**config.mk**
```make
export PLATFORM = sky130hd
export DESIGN_NAME = rgbc_color_temperature_ir_removed
export DESIGN_NICKNAME = d
export VERILOG_FILES = /design/src/sv/rgbcct_pkg.sv /design/src/sv/rgbc_color_temperature_ir_removed.sv /design/src/sv/rgbcct_prep.sv /design/src/sv/rgbcct_div_cell.sv
export VERILOG_INCLUDE_DIRS = /design/src /design/src/sv
export SDC_FILE = /design/constraint.sdc
export NUM_CORES = 2
export LEC_CHECK = 0
export ABC_AREA = 1
export BUFFER_PORTS_ARGS = -buffer_cell sky130_fd_sc_hd__buf_2
export CORE_AREA = 2 2 829 501
export CTS_BUF_LIST = sky130_fd_sc_hd__clkbuf_8 sky130_fd_sc_hd__clkbuf_16
export CTS_CLUSTER_DIAMETER = 150
export DETAILED_ROUTE_END_ITERATION = 10
export DIE_AREA = 0 0 831 503
export PLACE_DENSITY_LB_ADDON = 0.15
export SKIP_LAST_GASP = 1
export SLEW_MARGIN = 15
export SYNTH_ARGS = -nofsm -noshare
export SYNTH_HDL_FRONTEND = slang
export SYNTH_HIERARCHICAL = 1
export SYNTH_SLANG_ARGS = --single-unit
```
**constraint.sdc**
```tcl
create_clock -name clock -period 16.85 [get_ports clock]
set_input_delay 2.5275 -clock clock [delete_from_list [all_inputs] [get_ports clock]]
set_output_delay 2.5275 -clock clock [all_outputs]
set_load 0.01 [all_outputs]
```
**src/sv/rgbc_color_temperature_ir_removed_defines.svh**
```systemverilog
// ----------------------------------------------------------------------------
// Assertion macros for the RGBC colour temperature block
// Shared property forms, clocked on clock and disabled during reset.
// ----------------------------------------------------------------------------
`ifndef RGBC_COLOR_TEMPERATURE_IR_REMOVED_DEFINES_SVH
`define RGBC_COLOR_TEMPERATURE_IR_REMOVED_DEFINES_SVH

// same-cycle implication
`define RGBCCT_ASSERT_NOW(lbl, ante, cons, msg) \
   lbl: assert property (@(posedge clock) disable iff (reset) (ante) |-> (cons)) \
      else $error(msg);

// next-cycle implication
`define RGBCCT_ASSERT_NEXT(lbl, ante, cons, msg) \
   lbl: assert property (@(posedge clock) disable iff (reset) (ante) |=> (cons)) \
      else $error(msg);

`endif

```
**src/sv/rgbcct_pkg.sv**
```systemverilog
// ----------------------------------------------------------------------------
// rgbcct_pkg
// Types and constants shared by the colour temperature datapath.
// ----------------------------------------------------------------------------
package rgbcct_pkg;

   localparam int unsigned CNT_W       = 16;
   localparam int unsigned SLOPE_W     = 12;
   localparam int unsigned DQ_W        = CNT_W + SLOPE_W;
   localparam int unsigned STEPS       = DQ_W;

   localparam logic [SLOPE_W-1:0] CCT_SLOPE   = 12'd3810;
   localparam logic [CNT_W-1:0]   CCT_OFFSET  = 16'd1391;
   localparam logic [CNT_W-1:0]   DIGITAL_SAT = 16'hFFFF;
   localparam logic [8:0]         ANALOG_LIMIT = 9'd63;
   localparam logic [7:0]         ATIME_RESET = 8'd255;

   typedef struct packed {
      logic             kill;
      logic [CNT_W-1:0] divisor;
      logic [CNT_W-1:0] rem;
      logic [DQ_W-1:0]  dq;
   } div_word_type;

   function automatic logic [CNT_W-1:0] sat_level(input logic [7:0] atime);
      logic [8:0]  cycles;
      logic [17:0] level;
      cycles = 9'd256 - {1'b0, atime};
      level  = ({9'd0, cycles} << 9) + ({9'd0, cycles} << 8);
      if (cycles > ANALOG_LIMIT) begin
         return DIGITAL_SAT;
      end
      return level[CNT_W-1:0];
   endfunction

endpackage

```
**src/sv/rgbc_color_temperature_ir_removed.sv**
```systemverilog
// ----------------------------------------------------------------------------
// rgbc_color_temperature_ir_removed
// Pipeline from req accept to rsp valid: 2 prep stages, 28 divider cells and
// 1 output register. Throughput: one item per cycle, set by the one-bit-per-cell
// restoring divider chain; each stage stalls only when full.
// Reset: synchronous; clears all valid bits, saturation level as for atime 255.
// ----------------------------------------------------------------------------
module rgbc_color_temperature_ir_removed (
   input  logic                         clock,
   input  logic                         reset,
   input  logic                         csr_valid,
   output logic                         csr_ready,
   input  logic [7:0]                   csr_atime,
   input  logic                         req_valid,
   output logic                         req_ready,
   input  logic [rgbcct_pkg::CNT_W-1:0] req_red,
   input  logic [rgbcct_pkg::CNT_W-1:0] req_green,
   input  logic [rgbcct_pkg::CNT_W-1:0] req_blue,
   input  logic [rgbcct_pkg::CNT_W-1:0] req_clear,
   output logic                         rsp_valid,
   input  logic                         rsp_ready,
   output logic [rgbcct_pkg::CNT_W-1:0] rsp_kelvin
);
   import rgbcct_pkg::*;

   logic [CNT_W-1:0] sat_ff, sat_in;
   logic             rsp_valid_ff, rsp_valid_in;
   logic [CNT_W-1:0] rsp_kelvin_ff, rsp_kelvin_in;
   logic             out_load;

   logic         chain_valid [0:STEPS];
   logic         chain_ready [0:STEPS];
   div_word_type chain_word  [0:STEPS];

   assign csr_ready = 1'b1;
   assign sat_in    = sat_level(csr_atime);

   always_ff @(posedge clock) begin
      if (reset) begin
         sat_ff <= sat_level(ATIME_RESET);
      end else if (csr_valid) begin
         sat_ff <= sat_in;
      end
   end

   rgbcct_prep u_prep (
      .clock     (clock),
      .reset     (reset),
      .sat_level (sat_ff),
      .in_valid  (req_valid),
      .in_ready  (req_ready),
      .in_red    (req_red),
      .in_green  (req_green),
      .in_blue   (req_blue),
      .in_clear  (req_clear),
      .out_valid (chain_valid[0]),
      .out_ready (chain_ready[0]),
      .out_word  (chain_word[0])
   );

   for (genvar i = 0; i < STEPS; i++) begin : g_cell
      rgbcct_div_cell u_cell (
         .clock     (clock),
         .reset     (reset),
         .in_valid  (chain_valid[i]),
         .in_ready  (chain_ready[i]),
         .in_word   (chain_word[i]),
         .out_valid (chain_valid[i+1]),
         .out_ready (chain_ready[i+1]),
         .out_word  (chain_word[i+1])
      );
   end

   assign chain_ready[STEPS] = !rsp_valid_ff || rsp_ready;
   assign out_load           = chain_ready[STEPS] && chain_valid[STEPS];

   always_comb begin
      rsp_kelvin_in = chain_word[STEPS].kill ? '0
                    : chain_word[STEPS].dq[CNT_W-1:0] + CCT_OFFSET;
      rsp_valid_in  = chain_ready[STEPS] ? chain_valid[STEPS] : rsp_valid_ff;
   end

   always_ff @(posedge clock) begin
      if (reset) begin
         rsp_valid_ff <= 1'b0;
      end else begin
         rsp_valid_ff <= rsp_valid_in;
      end
   end

   always_ff @(posedge clock) begin
      if (out_load) begin
         rsp_kelvin_ff <= rsp_kelvin_in;
      end
   end

   assign rsp_valid  = rsp_valid_ff;
   assign rsp_kelvin = rsp_kelvin_ff;

endmodule

```
**src/sv/rgbcct_prep.sv**
```systemverilog
// ----------------------------------------------------------------------------
// rgbcct_prep
// Two-stage front end: IR removal and validity check, then slope multiply.
// ----------------------------------------------------------------------------
module rgbcct_prep (
   input  logic                        clock,
   input  logic                        reset,
   input  logic [rgbcct_pkg::CNT_W-1:0] sat_level,
   input  logic                        in_valid,
   output logic                        in_ready,
   input  logic [rgbcct_pkg::CNT_W-1:0] in_red,
   input  logic [rgbcct_pkg::CNT_W-1:0] in_green,
   input  logic [rgbcct_pkg::CNT_W-1:0] in_blue,
   input  logic [rgbcct_pkg::CNT_W-1:0] in_clear,
   output logic                        out_valid,
   input  logic                        out_ready,
   output rgbcct_pkg::div_word_type    out_word
);
   import rgbcct_pkg::*;

   logic             v1_ff, v1_in;
   logic             kill1_ff, kill1_in;
   logic [CNT_W-1:0] r2_ff, r2_in;
   logic [CNT_W-1:0] b2_ff, b2_in;
   logic             v2_ff, v2_in;
   div_word_type     word2_ff, word2_in;

   logic             s1_ready;
   logic             s2_ready;
   logic [CNT_W+1:0] sum;
   logic [CNT_W+1:0] excess;
   logic [CNT_W-1:0] ir;
   logic [DQ_W-1:0]  product;

   assign s2_ready = !v2_ff || out_ready;
   assign s1_ready = !v1_ff || s2_ready;
   assign in_ready = s1_ready;

   always_comb begin
      sum    = {2'b00, in_red} + {2'b00, in_green} + {2'b00, in_blue};
      excess = sum - {2'b00, in_clear};
      ir     = (sum > {2'b00, in_clear}) ? excess[CNT_W:1] : '0;
      r2_in  = in_red - ir;
      b2_in  = in_blue - ir;
      kill1_in = (in_clear == '0) || (in_clear >= sat_level);
      v1_in  = s1_ready ? in_valid : v1_ff;
   end

   always_comb begin
      product          = DQ_W'(CCT_SLOPE) * DQ_W'(b2_ff);
      word2_in.kill    = kill1_ff || (r2_ff == '0);
      word2_in.divisor = r2_ff;
      word2_in.rem     = '0;
      word2_in.dq      = product;
      v2_in            = s2_ready ? v1_ff : v2_ff;
   end

   always_ff @(posedge clock) begin
      if (reset) begin
         v1_ff <= 1'b0;
         v2_ff <= 1'b0;
      end else begin
         v1_ff <= v1_in;
         v2_ff <= v2_in;
      end
   end

   always_ff @(posedge clock) begin
      if (s1_ready && in_valid) begin
         kill1_ff <= kill1_in;
         r2_ff    <= r2_in;
         b2_ff    <= b2_in;
      end
      if (s2_ready && v1_ff) begin
         word2_ff <= word2_in;
      end
   end

   assign out_valid = v2_ff;
   assign out_word  = word2_ff;

endmodule

```
**src/sv/rgbcct_div_cell.sv**
```systemverilog
// ----------------------------------------------------------------------------
// rgbcct_div_cell
// One restoring division step: shifts in a dividend bit, yields a quotient bit.
// ----------------------------------------------------------------------------
`include "rgbc_color_temperature_ir_removed_defines.svh"

module rgbcct_div_cell (
   input  logic                     clock,
   input  logic                     reset,
   input  logic                     in_valid,
   output logic                     in_ready,
   input  rgbcct_pkg::div_word_type in_word,
   output logic                     out_valid,
   input  logic                     out_ready,
   output rgbcct_pkg::div_word_type out_word
);
   import rgbcct_pkg::*;

   logic         valid_ff, valid_in;
   div_word_type word_ff, word_in;
   logic [CNT_W:0] trial;
   logic [CNT_W:0] diff;
   logic           fits;

   assign in_ready = !valid_ff || out_ready;

   always_comb begin
      trial = {in_word.rem, in_word.dq[DQ_W-1]};
      diff  = trial - {1'b0, in_word.divisor};
      fits  = trial >= {1'b0, in_word.divisor};
      word_in.kill    = in_word.kill;
      word_in.divisor = in_word.divisor;
      word_in.rem     = fits ? diff[CNT_W-1:0] : trial[CNT_W-1:0];
      word_in.dq      = {in_word.dq[DQ_W-2:0], fits};
      valid_in        = in_ready ? in_valid : valid_ff;
   end

   always_ff @(posedge clock) begin
      if (reset) begin
         valid_ff <= 1'b0;
      end else begin
         valid_ff <= valid_in;
      end
   end

   always_ff @(posedge clock) begin
      if (in_ready && in_valid) begin
         word_ff <= word_in;
      end
   end

   assign out_valid = valid_ff;
   assign out_word  = word_ff;

   `RGBCCT_ASSERT_NOW(a_rem_below_divisor, valid_ff && (word_ff.divisor != '0),
      word_ff.rem < word_ff.divisor, "partial remainder not below divisor")
   `RGBCCT_ASSERT_NEXT(a_hold_on_stall, valid_ff && !out_ready,
      valid_ff && $stable(word_ff), "cell item changed while stalled")
   `RGBCCT_ASSERT_NEXT(a_drain, valid_ff && out_ready && !in_valid,
      !valid_ff, "cell kept an item after handing it on")

endmodule
```
Word-level counts from Yosys, hierarchy flattened
Index checks and enable logic that the tools add are counted. W data, S select, Z words.

Bits in registers: 1765. Output and inout bits: 19. Logic and storage cells: 345.

Multipliers: 1. Add/sub/neg operators: 35. Reduce and logical (&&, ||, !) cells: 97. Multiplexer cells: 31. Magnitude comparators: 31.

Operators by type and width (number): $mux W16 (29); $ge A17 B16 Y1 (27); $sub A16 B16 Y16 (28); $logic_or A1 B1 Y1 (33); $logic_not A16 Y1 (2); $logic_and A1 B1 Y1 (31); $logic_not A1 Y1 (31); $mul A11 B16 Y27 const A (1); $add A17 B16 Y18 (1); $gt A18 B16 Y1 (1); $add A16 B16 Y17 (1); $sub A17 B16 Y17 (1); $add A16 B11 Y16 const B (1); $add A16 B16 Y16 (1); $ge A1 B16 Y1 (1); $ge A16 B16 Y1 (1); $sub A1 B16 Y16 (1); $gt A9 B6 Y1 const B (1); $sub A9 B8 Y9 const A (1); $mux W1 (2).

Logic depth before layout (Yosys ltp)
Depth in word-level cells: 33. Mapped depth: 62. Gate-level depth less buffers: 62.

Cells and area by module
The synthesis kept the hierarchy.

By module, submodules not included: rgbcct_div_cell at g_cell[0].u_cell ... (instances 19, cells each 332, area each 3233.1 µm², sequential area each 1851.8 µm²); rgbcct_div_cell at g_cell[18].u_cell ... (instances 8, cells each 342, area each 3253.1 µm², sequential area each 1851.8 µm²); rgbcct_prep (instances 1, cells each 1038, area each 9680.5 µm², sequential area each 2352.3 µm²); rgbcct_div_cell at g_cell[17].u_cell (instances 1, cells each 342, area each 3254.4 µm², sequential area each 1851.8 µm²); rgbc_color_temperature_ir_removed (instances 1, cells each 236, area each 1731.7 µm², sequential area each 680.7 µm²).

Least setup slack after synthesis
OpenSTA, ideal clock, no wires.

Path kind: input to register. Start point: input rsp_ready. End point: register g_cell[0].u_cell.word_ff, in the netlist g_cell[0].u_cell/out_word[0], enable pin. Slack: 7825 ps. Stages: 58. Arrival: 8525 ps. Setup time: 500 ps. Path through: inv_1 > nand2_1 > inv_1 > nand2_1 > inv_1 > nand2_1 > inv_1 > nand2_1 > inv_1 > nand2_1 > inv_1 > nand2_1 > inv_1 > nand2_1 > inv_1 > nand2_1 > inv_1 > nand2_1 > [22 not listed] > inv_1 > nand2_1 > inv_1 > nand2_1 > inv_1 > nand2_1 > inv_1 > nand2_1 > inv_1 > nand2_1 > inv_1 > nand2_1 > inv_1 > nand2_1 > inv_1 > nand2_1 > inv_1 > a21oi_1.

RTL lines: start: declaration (RTL line rgbc_color_temperature_ir_removed.sv:21) `input logic rsp_ready,`; end signal: assignment (RTL line rgbcct_div_cell.sv:48) `word_ff <= word_in;`; end: declaration (RTL line rgbcct_div_cell.sv:20) `div_word_type word_ff, word_in;`.

==> results.txt <==
STA classifies the critical path startpoint as a primary input. The worst-skew pair later-pin latency is 0.87 ns, and the end-of-flow core utilization is 25.6%. Critical path arrival: 9.53 ns. The number of buffers and inverters on the critical path is 32.

The total of max-cap violations is 0, and the summed negative setup slack over all endpoints is 0 ns. The initial utilization of the core area, before any placement, comes to 22.4%. The routed via count was 67600.

The tools report the number of global-route vias before repair as 64600. The critical-path cell with the highest stage delay was buf_2. Power spread over the standard cell area amounts to 167 nW/um^2.

The count of nets left with antenna violations once routing finished came out at 0. Once the clock tree was built, the setup fixing pass inserted 0 buffers. After layout, the worst path uses 71.5% of the clock period.

In this run the vertical extent of the chip is 503 um. The post-detailed-route wirelength per cell came out at 17.9 um. The relative max-transition margin was 27.0%; the slew of the pin with the lowest slew margin was 1.09 ns. On the worst path, the slowest cell contributes a delay of 0.19 ns. The initial antenna violation count was 23; the maximum vdd ir drop was 0.793 mV. The sum of routed wire length over all layers is 286 mm. On the final layout, the worst clock skew is 0.0607 ns. The leftover overflow at the end of global routing came out at 0. The region available for standard cell placement spans 411000 um^2.

Of the cells placed in the final design, the portion with a size suffix greater than 1 is 8.51%. STA classifies the critical path endpoint as an output pin. The floorplan has 183 rows. After clock tree synthesis, the repair step resized 0 gates.

After clock tree synthesis, the clock-pin slew on the worst setup and hold paths is 0.06 ns. Setup repair after global routing left no endpoint under its margin. The net count of the finished layout is 11200. The overall power after layout is 17.6 mW, and the HPWL after detailed placement is 227 mm. For the clock sink total, the log shows 1539. The first detailed-routing pass ran for 6 iterations.

The clock passes through at most 4 buffers. The most numerous cell type found on the critical path is inv_1. The die span in x was 831 um; the gate count of the mapped netlist was 10200. The worst setup path is of the in2out kind.

The setup slack after placement was 4.73 ns; the growth of design area from synthesis to finish was 13.9%. After clock tree synthesis, the flow added hold-fix buffers numbering 0. Of all nets on the critical path, the largest fanout is 3. During synthesis, Yosys emitted a total of 6 warnings. The run finished with clean final reports.

TritonCTS built the clock tree. The number of DRC violations after detailed-routing iteration 0 came out at 6191. After detailed routing, the number of remaining DRC violations is 0.

Dividing the synthesized area by the synthesized cell count gives 9.05 um^2. The total of buffers placed on input and output ports works out to 94. During I/O placement, the number of pins put on the boundary was 96.

Using the TritonRoute via totals, the vias-per-cell ratio works out to 4.22. The H-tree generated during clock tree synthesis spans 4 levels. The minimum period implied by the final worst setup slack was 12.06 ns; the global placement routability congestion was 0.863. At the worst endpoint, the required time is 14.32 ns. The logs give 0 for the final setup violation count and 13.4% for the total routing resource utilization after global routing. The run gives 181 as the number of clock buffers inserted by TritonCTS.

The path category of the worst min-delay check is reg2reg. The logs give 92300 um^2 for the netlist area before placement and 427 mm for the wire length of the first global-routing pass. The final hold violation count was 0.

Grouping stages by cell kind, the critical path spends the most delay in buffers and inverters. The final number of max-transition violations was 0; the leakage power of the design was 47.9 nW. Timing would allow up to 82.9 MHz. The pin count of the biggest net entering global routing was 61. The area enclosed by the die boundary was 418000 um^2; the final critical-path setup slack was 4.79 ns.

The root buffer cell chosen for the clock tree is clkbuf_16.
## routing by layer
layer  vias up  GRT usage, %  part of all wire [%]
li1      33500             -                     -
met5         -             0                     0
met3       246          2.66                   6.7
met1     32200          23.9                    59
met2      1650          15.3                    32
met4         0          2.21                   1.4
## cell type report
| type | instances | area [um^2] |
|---|---|---|
| fillers | 43900 | 306000 |
| flip-flops and latches | 1539 | 45800 |
| multi-input cells | 6643 | 38700 |
| inverters | 1920 | 7210 |
| well taps | 5457 | 6830 |
| clock buffers | 189 | 4660 |
| clock inverters | 136 | 1200 |
| repair buffers | 125 | 703 |
| diodes | 7 | 17.5 |
## state kept, by name, indices dropped and copies added, names as in the netlist
name,count
g_cell.u_cell/out_valid,28
g_cell.u_cell/out_word,1406
rsp_kelvin,16
rsp_valid,1
sat_ff,9
u_prep/b2_ff,16
u_prep/kill1_ff,1
u_prep/out_valid,1
u_prep/out_word,44
u_prep/r2_ff,16
u_prep/v1_ff,1
## worst register-to-register path: cells and delay by family (launching register included)
| kind | cells | cell delay [ns] |
|---|---|---|
| buffers and inverters | 31 | 4.06 |
| and+or+nand+nor | 31 | 3.04 |
| DFF | 1 | 0.36 |
## per-stage QoR
| stage | cell area [um^2] | instances | hold slack, ns |
|---|---|---|---|
| after floorplan | 92400 | 10200 | 0.400 |
| after global placement | 99300 | 15700 | 0.403 |
| after detailed placement | 99300 | 15700 | 0.405 |
| after CTS | 105000 | 16000 | 0.384 |
| after global routing | 105000 | 16000 | 0.401 |
| final | 105000 | 16000 | 0.392 |
## worst paths after layout
check	start	endpoint	slack [ns]	cells after the start
worst max-delay path	rsp_ready	req_ready	4.79	62
worst min-delay path	g_cell[26].u_cell/out_word[5]	g_cell[27].u_cell/out_word[6]	0.39	0
worst max register to register	rsp_valid	u_prep/b2_ff[13]	9.12	62
worst min register to register	g_cell[26].u_cell/out_word[5]	g_cell[27].u_cell/out_word[6]	0.39	0
## placed cells by master, fill, tap and decap left out, types with 11 or more instances in the layout
cell and count:
a21oi_1 393, o21ai_0 66, nand2_2 112, nand2_1 3141, clkbuf_16 183, nand3b_1 57
a21oi_4 28, nor2_4 30, or2_2 27, nand2_8 19, dfxtp_1 40, inv_1 1929
nand3_2 104, xor2_1 189, o21ai_2 20, nor2_2 70, nand4_1 114, fa_1 111
bufinv_16 17, edfxtp_1 1499, buf_4 31, nor3_1 70, nor2_1 368, clkinv_1 23
a31oi_1 11, buf_2 94, clkinv_4 13, clkinv_2 28, conb_1 18, nand3_1 841
o21a_1 11, and2_1 27, clkinvlp_4 13, ha_1 624, xnor2_1 55, nand2_4 37
or2_0 19, inv_2 20
## power breakdown
group	internal (mW)	switching [mW]	total (mW)
Combinational	3.03	5.71	8.73
Sequential	4.73	0.154	4.88
Clock	2.27	1.69	3.96
Power figures use the tool's default switching activity.
